$ cat src/hdl/nlp_pkg.sv
// ----------------------------------------------------------------------------
// nlp_pkg
// Types, character codes and digit decode shared by the numeric literal parser.
// ----------------------------------------------------------------------------
package nlp_pkg;

   localparam int MAX_TOKEN_LEN_DEF = 64;

   // character codes
   localparam logic [7:0] CH_0    = 8'h30;
   localparam logic [7:0] CH_1    = 8'h31;
   localparam logic [7:0] CH_7    = 8'h37;
   localparam logic [7:0] CH_9    = 8'h39;
   localparam logic [7:0] CH_HASH = 8'h23;
   localparam logic [7:0] CH_B    = 8'h62;
   localparam logic [7:0] CH_N    = 8'h6e;
   localparam logic [7:0] CH_X    = 8'h78;

   typedef enum logic [3:0] {
      PH_IDLE,
      PH_START,
      PH_DEC,
      PH_ZERO,
      PH_BIN,
      PH_OCT,
      PH_HEX,
      PH_HASH,
      PH_HASH0,
      PH_GBIN,
      PH_GHEX
   } phase_type;

   typedef enum logic [2:0] {
      ST_OK,
      ST_BADDEC,
      ST_BADBIN,
      ST_BADOCT,
      ST_BADHEX,
      ST_BADPFX
   } status_type;

   typedef struct packed {
      logic [7:0] char_code;
      logic       first_of_token;
      logic [6:0] token_length;
   } req_type;

   typedef struct packed {
      logic [15:0] value;
      status_type  status;
   } rsp_type;

   typedef struct packed {
      phase_type phase;
      logic      skip_rest;
   } ctl_type;

   // {valid, value} of a hex digit character
   function automatic logic [4:0] hex_digit(input logic [7:0] c);
      logic [4:0] r;
      r = '0;
      if (c >= 8'h30 && c <= 8'h39) begin
         r = {1'b1, 4'(c - 8'h30)};
      end else if (c >= 8'h41 && c <= 8'h46) begin
         r = {1'b1, 4'(c - 8'h37)};
      end else if (c >= 8'h61 && c <= 8'h66) begin
         r = {1'b1, 4'(c - 8'h57)};
      end
      return r;
   endfunction

endpackage

$ cat src/hdl/nlp_step.sv
// ----------------------------------------------------------------------------
// nlp_step
// Per-character parse logic: next parser state and the optional result.
// ----------------------------------------------------------------------------
module nlp_step #(
   parameter int MAX_TOKEN_LEN = nlp_pkg::MAX_TOKEN_LEN_DEF,
   parameter int PW            = $clog2(MAX_TOKEN_LEN + 1),
   parameter int BW            = PW + 1
) (
   input  nlp_pkg::req_type req,
   input  nlp_pkg::ctl_type ctl,
   input  logic [15:0]      acc,
   input  logic [PW-1:0]    pos,
   input  logic [PW-1:0]    len,
   input  logic [BW-1:0]    bound,
   output nlp_pkg::ctl_type ctl_next,
   output logic [15:0]      acc_next,
   output logic [PW-1:0]    pos_next,
   output logic [PW-1:0]    len_next,
   output logic [BW-1:0]    bound_next,
   output logic             res_valid,
   output nlp_pkg::rsp_type res
);
   import nlp_pkg::*;

   logic [PW-1:0] len_e;
   logic [PW-1:0] pos_e;
   logic [15:0]   acc_e;
   logic [BW-1:0] bound_e;
   logic          skip_e;
   logic          skip_n;
   phase_type     ph_e;
   phase_type     ph_n;
   logic          active;
   logic [PW-1:0] pos_inc;
   logic          last;
   logic [4:0]    hd;
   logic [3:0]    dig;
   logic          dig_ok;
   logic [15:0]   acc_mac;
   logic          grp_end;
   logic [PW-1:0] digits;
   logic [BW-1:0] bound_bin0;
   logic [BW-1:0] bound_hex0;
   logic [7:0]    c;

   assign c = req.char_code;

   // a first character restarts the token
   always_comb begin
      if (req.first_of_token) begin
         if (32'(req.token_length) > MAX_TOKEN_LEN) begin
            len_e = PW'(MAX_TOKEN_LEN);
         end else begin
            len_e = PW'(req.token_length);
         end
         pos_e   = '0;
         acc_e   = '0;
         bound_e = '0;
         skip_e  = 1'b0;
         ph_e    = PH_START;
      end else begin
         len_e   = len;
         pos_e   = pos;
         acc_e   = acc;
         bound_e = bound;
         skip_e  = ctl.skip_rest;
         ph_e    = ctl.phase;
      end
   end

   assign active  = (ph_e != PH_IDLE) && !skip_e && (pos_e < len_e);
   assign pos_inc = pos_e + PW'(1);
   assign last    = (pos_inc == len_e);
   assign hd      = hex_digit(c);
   assign dig     = hd[3:0];
   assign grp_end = ((BW'(pos_e) - BW'(2)) == bound_e);

   // digit count after the three-character group prefix
   assign digits     = len_e - PW'(3);
   assign bound_bin0 = (digits == '0) ? '0 : BW'((digits - PW'(1)) & PW'(7)) + BW'(1);
   assign bound_hex0 = (digits == '0) ? '0 : BW'((digits - PW'(1)) & PW'(1)) + BW'(1);

   always_comb begin
      case (ph_e)
         PH_DEC:            dig_ok = hd[4] && (dig < 4'd10);
         PH_BIN, PH_GBIN:   dig_ok = hd[4] && (dig < 4'd2);
         PH_OCT:            dig_ok = hd[4] && (dig < 4'd8);
         PH_HEX, PH_GHEX:   dig_ok = hd[4];
         default:           dig_ok = 1'b0;
      endcase
   end

   // constant-radix shift-add
   always_comb begin
      case (ph_e)
         PH_DEC:            acc_mac = (acc_e << 3) + (acc_e << 1) + 16'(dig);
         PH_BIN, PH_GBIN:   acc_mac = (acc_e << 1) + 16'(dig);
         PH_OCT:            acc_mac = (acc_e << 3) + 16'(dig);
         PH_HEX, PH_GHEX:   acc_mac = (acc_e << 4) + 16'(dig);
         default:           acc_mac = acc_e;
      endcase
   end

   // next phase
   always_comb begin
      ph_n = ph_e;
      if (active) begin
         case (ph_e)
            PH_START: begin
               if (c inside {[CH_1:CH_9]}) begin
                  ph_n = PH_DEC;
               end else if (c == CH_0) begin
                  ph_n = PH_ZERO;
               end else if (c == CH_HASH) begin
                  ph_n = PH_HASH;
               end
            end
            PH_ZERO: begin
               if (c inside {CH_B, CH_N}) begin
                  ph_n = PH_BIN;
               end else if (c inside {[CH_0:CH_7]}) begin
                  ph_n = PH_OCT;
               end else if (c == CH_X) begin
                  ph_n = PH_HEX;
               end
            end
            PH_HASH: begin
               if (c == CH_0) begin
                  ph_n = PH_HASH0;
               end
            end
            PH_HASH0: begin
               if (c inside {CH_B, CH_N}) begin
                  ph_n = PH_GBIN;
               end else if (c == CH_X) begin
                  ph_n = PH_GHEX;
               end
            end
            default: ph_n = ph_e;
         endcase
      end
   end

   // datapath and result
   always_comb begin
      acc_next   = acc_e;
      pos_next   = active ? pos_inc : pos_e;
      len_next   = len_e;
      bound_next = bound_e;
      res_valid  = 1'b0;
      res.value  = '0;
      res.status = ST_OK;
      skip_n     = skip_e;
      if (active) begin
         case (ph_e)
            PH_START: begin
               if (c inside {[CH_1:CH_9]}) begin
                  acc_next  = 16'(c - CH_0);
                  res_valid = last;
                  res.value = 16'(c - CH_0);
               end else if (c == CH_0) begin
                  acc_next  = '0;
                  res_valid = last;
               end else if (c != CH_HASH) begin
                  skip_n = 1'b1;
               end
            end
            PH_ZERO: begin
               if (c inside {CH_B, CH_N} || c == CH_X) begin
                  res_valid = last;
               end else if (c inside {[CH_0:CH_7]}) begin
                  acc_next  = 16'(c - CH_0);
                  res_valid = last;
                  res.value = 16'(c - CH_0);
               end else begin
                  skip_n     = 1'b1;
                  res_valid  = 1'b1;
                  res.status = ST_BADPFX;
               end
            end
            PH_DEC, PH_BIN, PH_OCT, PH_HEX: begin
               if (!dig_ok) begin
                  skip_n    = 1'b1;
                  res_valid = 1'b1;
                  case (ph_e)
                     PH_DEC:  res.status = ST_BADDEC;
                     PH_BIN:  res.status = ST_BADBIN;
                     PH_OCT:  res.status = ST_BADOCT;
                     default: res.status = ST_BADHEX;
                  endcase
               end else begin
                  acc_next  = acc_mac;
                  res_valid = last;
                  res.value = acc_mac;
               end
            end
            PH_HASH: begin
               if (c == CH_0) begin
                  // a token that is exactly the hash and zero
                  if (last) begin
                     skip_n     = 1'b1;
                     res_valid  = 1'b1;
                     res.status = ST_BADPFX;
                  end
               end else begin
                  skip_n = 1'b1;
               end
            end
            PH_HASH0: begin
               if (c inside {CH_B, CH_N}) begin
                  bound_next = bound_bin0;
                  acc_next   = '0;
                  res_valid  = last;
               end else if (c == CH_X) begin
                  bound_next = bound_hex0;
                  acc_next   = '0;
                  res_valid  = last;
               end else begin
                  skip_n     = 1'b1;
                  res_valid  = 1'b1;
                  res.status = ST_BADPFX;
               end
            end
            PH_GBIN, PH_GHEX: begin
               if (!dig_ok) begin
                  skip_n     = 1'b1;
                  res_valid  = 1'b1;
                  res.status = (ph_e == PH_GBIN) ? ST_BADBIN : ST_BADHEX;
               end else if (grp_end) begin
                  acc_next   = '0;
                  res_valid  = 1'b1;
                  res.value  = acc_mac;
                  bound_next = bound_e + ((ph_e == PH_GBIN) ? BW'(8) : BW'(2));
               end else begin
                  acc_next = acc_mac;
               end
            end
            default: skip_n = 1'b1;
         endcase
      end
   end

   assign ctl_next = '{phase: ph_n, skip_rest: skip_n};

endmodule

$ cat src/hdl/nlp_out_buf.sv
// ----------------------------------------------------------------------------
// nlp_out_buf
// Two-entry result buffer between the parse stage and the result channel.
// ----------------------------------------------------------------------------
module nlp_out_buf (
   input  logic             clock,
   input  logic             reset,
   input  logic             push,
   input  nlp_pkg::rsp_type push_item,
   output logic             space,
   output logic             out_valid,
   input  logic             out_ready,
   output nlp_pkg::rsp_type out_item
);
   import nlp_pkg::*;

   rsp_type    mem_ff [2];
   logic       wr_ptr_ff;
   logic       wr_ptr_in;
   logic       rd_ptr_ff;
   logic       rd_ptr_in;
   logic [1:0] count_ff;
   logic [1:0] count_in;
   logic       pop;

   assign space     = (count_ff != 2'd2);
   assign out_valid = (count_ff != 2'd0);
   assign out_item  = mem_ff[rd_ptr_ff];
   assign pop       = out_valid && out_ready;

   always_comb begin
      wr_ptr_in = push ? ~wr_ptr_ff : wr_ptr_ff;
      rd_ptr_in = pop ? ~rd_ptr_ff : rd_ptr_ff;
      count_in  = count_ff + 2'(push) - 2'(pop);
   end

   always_ff @(posedge clock) begin
      if (push) begin
         mem_ff[wr_ptr_ff] <= push_item;
      end
   end

   always_ff @(posedge clock) begin
      if (reset) begin
         wr_ptr_ff <= 1'b0;
         rd_ptr_ff <= 1'b0;
         count_ff  <= 2'd0;
      end else begin
         wr_ptr_ff <= wr_ptr_in;
         rd_ptr_ff <= rd_ptr_in;
         count_ff  <= count_in;
      end
   end

`ifndef SYNTHESIS
   a_no_push_when_full: assert property (@(posedge clock) disable iff (reset)
      count_ff == 2'd2 |-> !push)
      else $error("result pushed into full buffer");
   a_count_tracks_ptrs: assert property (@(posedge clock) disable iff (reset)
      (count_ff == 2'd0 || count_ff == 2'd2) |-> (wr_ptr_ff == rd_ptr_ff))
      else $error("buffer count disagrees with pointers");
   a_count_step: assert property (@(posedge clock) disable iff (reset)
      push && !pop |=> count_ff == $past(count_ff) + 2'd1)
      else $error("buffer count did not grow on push");
`endif

endmodule

$ cat src/hdl/numeric_literal_parser.sv
// ----------------------------------------------------------------------------
// numeric_literal_parser: one character per cycle while the buffer has space
// Throughput is one item per cycle, set by the combinational shift-add stage.
// Reset returns the parser to awaiting a first character and empties the buffer.
// ----------------------------------------------------------------------------
module numeric_literal_parser #(
   parameter int MAX_TOKEN_LEN = nlp_pkg::MAX_TOKEN_LEN_DEF
) (
   input  logic             clock,
   input  logic             reset,
   input  logic             req_valid,
   output logic             req_ready,
   input  nlp_pkg::req_type req_item,
   output logic             rsp_valid,
   input  logic             rsp_ready,
   output nlp_pkg::rsp_type rsp_item
);
   import nlp_pkg::*;

   localparam int PW = $clog2(MAX_TOKEN_LEN + 1);
   localparam int BW = PW + 1;

   ctl_type       ctl_ff;
   ctl_type       ctl_in;
   logic [15:0]   acc_ff;
   logic [15:0]   acc_in;
   logic [PW-1:0] pos_ff;
   logic [PW-1:0] pos_in;
   logic [PW-1:0] len_ff;
   logic [PW-1:0] len_in;
   logic [BW-1:0] bound_ff;
   logic [BW-1:0] bound_in;
   logic          res_valid;
   rsp_type       res;
   logic          accept;
   logic          space;

   assign req_ready = space;
   assign accept    = req_valid && req_ready;

   nlp_step #(
      .MAX_TOKEN_LEN (MAX_TOKEN_LEN),
      .PW            (PW),
      .BW            (BW)
   ) u_step (
      .req        (req_item),
      .ctl        (ctl_ff),
      .acc        (acc_ff),
      .pos        (pos_ff),
      .len        (len_ff),
      .bound      (bound_ff),
      .ctl_next   (ctl_in),
      .acc_next   (acc_in),
      .pos_next   (pos_in),
      .len_next   (len_in),
      .bound_next (bound_in),
      .res_valid  (res_valid),
      .res        (res)
   );

   nlp_out_buf u_out_buf (
      .clock     (clock),
      .reset     (reset),
      .push      (accept && res_valid),
      .push_item (res),
      .space     (space),
      .out_valid (rsp_valid),
      .out_ready (rsp_ready),
      .out_item  (rsp_item)
   );

   always_ff @(posedge clock) begin
      if (reset) begin
         ctl_ff   <= '{phase: PH_IDLE, skip_rest: 1'b0};
         acc_ff   <= '0;
         pos_ff   <= '0;
         len_ff   <= '0;
         bound_ff <= '0;
      end else if (accept) begin
         ctl_ff   <= ctl_in;
         acc_ff   <= acc_in;
         pos_ff   <= pos_in;
         len_ff   <= len_in;
         bound_ff <= bound_in;
      end
   end

`ifndef SYNTHESIS
   a_error_value_zero: assert property (@(posedge clock) disable iff (reset)
      rsp_valid && rsp_item.status != ST_OK |-> rsp_item.value == 16'd0)
      else $error("error result with nonzero value");
   a_pos_in_token: assert property (@(posedge clock) disable iff (reset)
      pos_ff <= len_ff)
      else $error("character position beyond token length");
   a_skip_needs_token: assert property (@(posedge clock) disable iff (reset)
      ctl_ff.skip_rest |-> ctl_ff.phase != PH_IDLE)
      else $error("skip set with no token open");
   a_idle_at_origin: assert property (@(posedge clock) disable iff (reset)
      ctl_ff.phase == PH_IDLE |-> (pos_ff == '0 && acc_ff == 16'd0))
      else $error("parser state moved while no token open");
`endif

endmodule
$ cat config.mk
export PLATFORM = sky130hd
export DESIGN_NAME = numeric_literal_parser
export DESIGN_NICKNAME = d
export VERILOG_FILES = /design/src/hdl/nlp_pkg.sv /design/src/hdl/nlp_step.sv /design/src/hdl/nlp_out_buf.sv /design/src/hdl/numeric_literal_parser.sv
export SDC_FILE = /design/constraint.sdc
export NUM_CORES = 1
export LEC_CHECK = 0
export BUFFER_PORTS_ARGS = -buffer_cell sky130_fd_sc_hd__buf_2
export CAP_MARGIN = 15
export CORE_MARGIN = 10
export CORE_UTILIZATION = 35
export CTS_CLUSTER_SIZE = 28
export DETAILED_ROUTE_END_ITERATION = 8
export GPL_TIMING_DRIVEN = 0
export PLACE_DENSITY = 0.62
export SKIP_LAST_GASP = 1
export SLEW_MARGIN = 20
export SYNTH_ARGS = -nofsm -noshare
export SYNTH_HDL_FRONTEND = slang
export SYNTH_SLANG_ARGS = --single-unit
$ cat constraint.sdc
create_clock -name clock -period 5 [get_ports clock]
set_input_delay 0 -clock clock [delete_from_list [all_inputs] [get_ports clock]]
set_output_delay 0 -clock clock [all_outputs]
set_load 0.03 [all_outputs]
# Word level (Yosys, flattened, before mapping)
# Memories as Yosys holds them, arrays and structs flattened. A register that Yosys moved wholly into a read port is not among the register bits.
# Index checks and enable logic that the tools add are counted.
# totals
reg_bits	47
mem_bits_rw	38
input_bits	20
out_inout_bits	21
wordCells	177
mem_count	1
# op_classes
add_sub_neg	18
order_cmp	13
n_eq_ne	19
mux	91
bitwise	2
n_reduce_logical	24
# mem_list
name	depth	width	read_ports	rd_clocked_by_memory_dff	write_ports	line	source
u_out_buf.mem_ff	2	19	1	1	1	nlp_out_buf.sv:17	rsp_type mem_ff [2];
# ops
operator	n
two-way mux 16 bit	16
case mux 16 bit (4 select lines)	2
case mux 16 bit (5 select lines)	1
adder 16 x 4 -> 16 bit	4
two-way mux 8 bit	8
two-way mux 4 bit	12
two-way mux 19 bit	2
two-way mux 1 bit	28
two-way mux 7 bit	4
equality test 8 x 7 -> 1 bit, second input constant	3
two-way mux 3 bit	8
adder 16 bit	1
equality test 4 x 3 -> 1 bit, second input constant	4
equality test 8 x 6 -> 1 bit, second input constant	2
greater-or-equal comparator 8 x 6 -> 1 bit, second input constant	2
greater-or-equal comparator 8 x 7 -> 1 bit, second input constant	2
less-or-equal comparator 8 x 6 -> 1 bit, second input constant	2
less-or-equal comparator 8 x 7 -> 1 bit, second input constant	2
case mux 4 bit (4 select lines)	1
case mux 8 bit (2 select lines)	1
two-way mux 5 bit	3
case mux 3 bit (5 select lines)	1
logical AND 1 bit	13
equality test 4 bit, second input constant	3
other kinds (35)	42

# Longest topological paths before layout
# logic_depth
depth_word	14
mapped_depth	20
depth_no_buf	18

# Hierarchy
# A second synthesis with hierarchy kept.
# hier_totals
cells_unflattened	1015
area_unflattened_um2	8667.1
# by_module_without_submodules
module	n_inst	cells_per_inst	area_each_um2	seq_area_each_um2
nlp_step	1	735	4715.8	0.0
numeric_literal_parser	1	198	2333.5	860.8
nlp_out_buf	1	82	1617.8	1241.2

# Worst setup path before layout
# Ideal clock, no wire load.
# synth_timing
kind	in2reg
from	input req_item[7] (netlist bit)
to	memory u_out_buf.mem_ff[1][0] (netlist bit), enable pin
setup_time_ns	0.395
arrival_ns	3.804
required_ns	4.605
slack_ns	0.802
path_stages	15
n_path_buf	7
cell_sequence	buf_2 buf_2 clkbuf_1 clkbuf_1 clkbuf_1 buf_1 nor2b_1 ha_1 nand3_1 a21oi_1 or2_2 clkbuf_1 nor3_1 o31ai_4 nor2_1
# synth_between
elab_chain_len	10
elab_cells_between_ends	45
cone_classes	add/sub: 2; order compare: 1; eq/ne: 12; mux: 21; reduce/logical: 9
# synth_rtl
item	line	source
from (decl)	numeric_literal_parser.sv:13	input nlp_pkg::req_type req_item,
two-way mux 7 bit or two-way mux 4 bit (tied branches)	nlp_step.sv:51	if (req.first_of_token) begin
subtractor 7 x 2 -> 8 bit, or another cell as far along	nlp_step.sv:77	assign grp_end = ((BW'(pos_e) - BW'(2)) == bound_e);
equality test 8 bit, or another cell as far along	nlp_step.sv:77	
two-way mux 1 bit, or another cell as far along	nlp_step.sv:230	end else if (grp_end) begin
two-way mux 1 bit, or another cell as far along	nlp_step.sv:226	if (!dig_ok) begin
case mux 1 bit (6 select lines)	nlp_step.sv:156	case (ph_e)
two-way mux 1 bit (*)	nlp_step.sv:155	if (active) begin
logical AND 1 bit (*)	numeric_literal_parser.sv:64	.push (accept && res_valid),
two-way mux 1 bit (*)	nlp_out_buf.sv:38	if (push) begin
two-way mux 1 bit (implied by the code) (*)	nlp_out_buf.sv:39	mem_ff[wr_ptr_ff] <= push_item;
to (decl)	nlp_out_buf.sv:17	
# Mark *: on every way between the ends. The rest lies on a longest branch, timed or not.

==> out/metrics.csv <==
stage,metric,value,unit
status,outcome,"complete, no violations",
floorplan,rows,55,
sta,setup_tns,0,ns
setup_path,cp-end-kind,register,
logic_synthesis,synth_nets,1065,
place,portBuffers,37,
logic_synthesis,synth_area_per_cell,8.19,um2
logic_synthesis,synthCells,988,
global_route,grt_pass1_vias,7502,
sta,clock_skew,0.0111,ns
logic_synthesis,synthAdderAreaFrac,9.10,%
run,drv_cap,0,
clock_tree,numCtsBuffers,9,
floorplan,initial_core_util,35.6,%
sta,fin_crit,4.70,ns
finish,n_antenna_cell,0,
setup_path,r2r_start,acc_ff[2],
power,total_power,0.00225,W
hold_path,hp-class,in -> reg,
floorplan,dieWidth,172,um
sta,period_share,94.0,%
place,routabilityCongestion,1.01,
logic_synthesis,synthArstFlopShare,0,%
logic_synthesis,synth_cell_type_count,99,
global_route,grt_usage,18.8,%
sta,fmax,213,MHz
logic_synthesis,synth_top_family_by_area,compound AO/OA/AOI/OAI gates,
setup_path,startpoint_type,input port,
floorplan,die-area,29600,um2
finish,drive_gt1_share,14.0,%
floorplan,pin_count,41,
sta,rsz0062_at_grt,false,
finish,final_util,39.5,%
sta,drv_slew,0,
logic_synthesis,synthXorXnorAreaFrac,6.06,%
route,first_iter_violations,934,
route,routedWlPerCell,21.2,um
setup_path,critPathKind,in -> reg,
global_route,grt_max_degree,20,
global_route,gr-total-overflow,0,
power,p_leak,3.44,nW
logic_synthesis,synth_compound_area_share,26.2,%
setup_path,arrival,4.88,ns
finish,synthToLayoutAreaGrowth,10.9,%
global_route,antenna_found_initial,0,
setup_path,reg2reg_slack,0.88,ns
logic_synthesis,synth.yosys.seq_area_share,26.0,%
sta,worstMarginPinSlew,1.16,ns
setup_path,cp-startpoint,req_item[8],
setup_path,critPathRequiredTime,5.18,ns
power,peakVddDrop,0.138,mV
sta,setup_viol,0,
clock_tree,htreeDepth,3,
clock_tree,clockRootBuffer,clkbuf_16,
logic_synthesis,ys_ff_latch,86,
logic_synthesis,synth_top_flop_cell,dfxtp_1,
clock_tree,cts_tree,built,
finish,layout.cells.non_filler,1326,
logic_synthesis,yosys.area_share.simple,24.3,%
logic_synthesis,synthMuxAreaShare,3.91,%
clock_tree,clkSlewWorstSetupHoldPaths,0.07,ns
route,vias,8066,
floorplan,core,22700,um2
route,vias_per_cell,6.08,
route,first_pass_iters,5,
route,detail-route-antenna-nets,0,
sta,max_slew_margin,22.6,%
global_route,grt_pass1_wl,43500,um
logic_synthesis,synth_edf_count,38,
hold_path,hp-start,req_item[1],
sta,finalHoldViolCount,0,
logic_synthesis,synth-warning-count,0,
clock_tree,cts_buffer_depth,2,
power,p_per_area,251,nW/um2
logic_synthesis,syn_area,8090,um2
clock_tree,clock_sinks,86,
place,post-dp-hpwl,21500,um
floorplan,die_h,172,um
place,placedCellCount,1312,
finish,nNetsFinal,1113,
setup_path,critPathMaxFanout,9,
clock_tree,clk_latency,0.36,ns
route,routed_wl,28000,um
route,drc,0,
-- critical path, stage by stage --
cell and delay [ns]:
buf_2 0.20, inv_1 0.09, ha_1 0.25, nor4bb_1 0.15, or4_4 0.49, o21ai_1 0.39
a22o_1 0.34, inv_1 0.10, fa_1 0.56, inv_1 0.08, ha_1 0.29, a211oi_1 0.29
o21ai_0 0.21, nand3_1 0.22, and3_1 0.18, o21ai_0 0.25, a2111o_1 0.54, a21oi_1 0.23
-- final timing paths --
kind | cells past startpoint | end
hold reg to reg | 2 | len_ff[1]
setup / recovery | 18 | u_out_buf.mem_ff[0][16]
hold / removal | 4 | len_ff[1]
setup reg to reg | 13 | u_out_buf.mem_ff[0][16]
-- report_power, final --
group / internal [W] / total, W / switching [W] / leakage, nW
Clock: 0.000392 / 0.000705 / 0.000312 / 0.141
Combinational: 0.000245 / 0.000754 / 0.000509 / 2.55
Sequential: 0.000762 / 0.000794 / 0.0000315 / 0.749
-- cell usage in the layout, fill, tap and decap left out, types with 10 or more instances in the layout --
master | Yosys | final
nand2_1 | 98 | 98
a21oi_1 | 83 | 82
nor2_1 | 74 | 72
ha_1 | 54 | 54
buf_2 | 14 | 50
o21ai_0 | 48 | 48
dfxtp_1 | 48 | 48
edfxtp_1 | 38 | 38
inv_1 | 36 | 36
xnor2_1 | 36 | 36
nor3_1 | 35 | 34
nor2b_1 | 31 | 31
clkbuf_1 | 29 | 28
nand3_1 | 28 | 28
xor2_1 | 20 | 20
mux2_2 | 20 | 20
a221oi_1 | 16 | 16
and2_1 | 14 | 14
nand2b_1 | 13 | 13
a31oi_1 | 12 | 12
nor4_1 | 12 | 12
a21o_1 | 11 | 11
o211ai_1 | 11 | 11
and3_1 | 10 | 10
nand4_1 | 10 | 10
-- registers in the layout, summed over array words and instances, names as in the netlist, named ones only --
| signal | count |
|---|---|
| len_ff | 7 |
| u_out_buf.rd_ptr_ff | 1 |
| u_out_buf.mem_ff | 38 |
| pos_ff | 7 |
| acc_ff | 16 |
| ctl_ff | 5 |
| u_out_buf.wr_ptr_ff | 1 |
| u_out_buf.count_ff | 2 |
| bound_ff | 8 |
-- cell families after synthesis --
| group | count (synthesis) |
|---|---|
| mux | 29 |
| fa+ha+maj | 57 |
| simple gates | 376 |
| buf+inv | 87 |
| xor+xnor | 56 |
| flops | 86 |
| compound gates | 297 |
-- per-layer routing --
metal	up-vias	GRT usage, %	share of wire, %
li1	3786	-	-
met1	3834	25.6	45
met2	383	28.3	43
met3	63	4.72	9.5
met4	0	6.26	2.7
met5	-	0	0
-- final cells by class --
cell class / count / area [um2]
tap: 285 / 357
clock buffer: 10 / 229
sequential: 86 / 2100
inverter: 37 / 139
buffer: 48 / 216
timing repair buffer: 39 / 215
clock inverter: 6 / 70.1
fill: 2342 / 13700
multi-input combinational: 815 / 5640
-- synth_stat cells (all sizes together), types with 7 or more instances --
master,n,area (um2)
nand2,98,368
a21oi,87,450
nor2,77,302
o21ai,57,300
ha,54,676
dfxtp,48,961
edfxtp,38,1140
nor3,38,211
inv,37,139
xnor2,36,315
nor2b,31,194
clkbuf,29,109
nand3,28,140
buf,21,111
mux2,21,236
xor2,20,175
a221oi,19,185
and2,15,96.3
nand2b,13,81.3
nor4,13,87.6
o211ai,13,108
a31oi,12,75.1
a21o,11,82.6
a211oi,10,80.1
and3,10,62.6
nand4,10,62.6
or3,10,67.6
mux2i,8,80.1
or2,8,50.1
a22oi,7,52.6
-- what timing repair did --
action	4_1_cts	5_1_grt
gates resized for setup	1	2
hold buffers	0	0
pin swaps	0	0
hold endpoints to repair	0	0
endpoints found under the setup margin	88	50
buffers inserted	0	0
-- through the flow --
stage,setup WS (ns),hold WS [ns],instance area [um2]
floorplan,0.802,0.176,8090
global placement,-1.49,0.383,8630
detailed placement,-0.941,0.386,8670
CTS,0.0962,0.00595,8970
global route,0.0645,0.0356,8970
finish,0.298,0.0117,8970
Note: power is estimated with default switching activity, not from simulation.
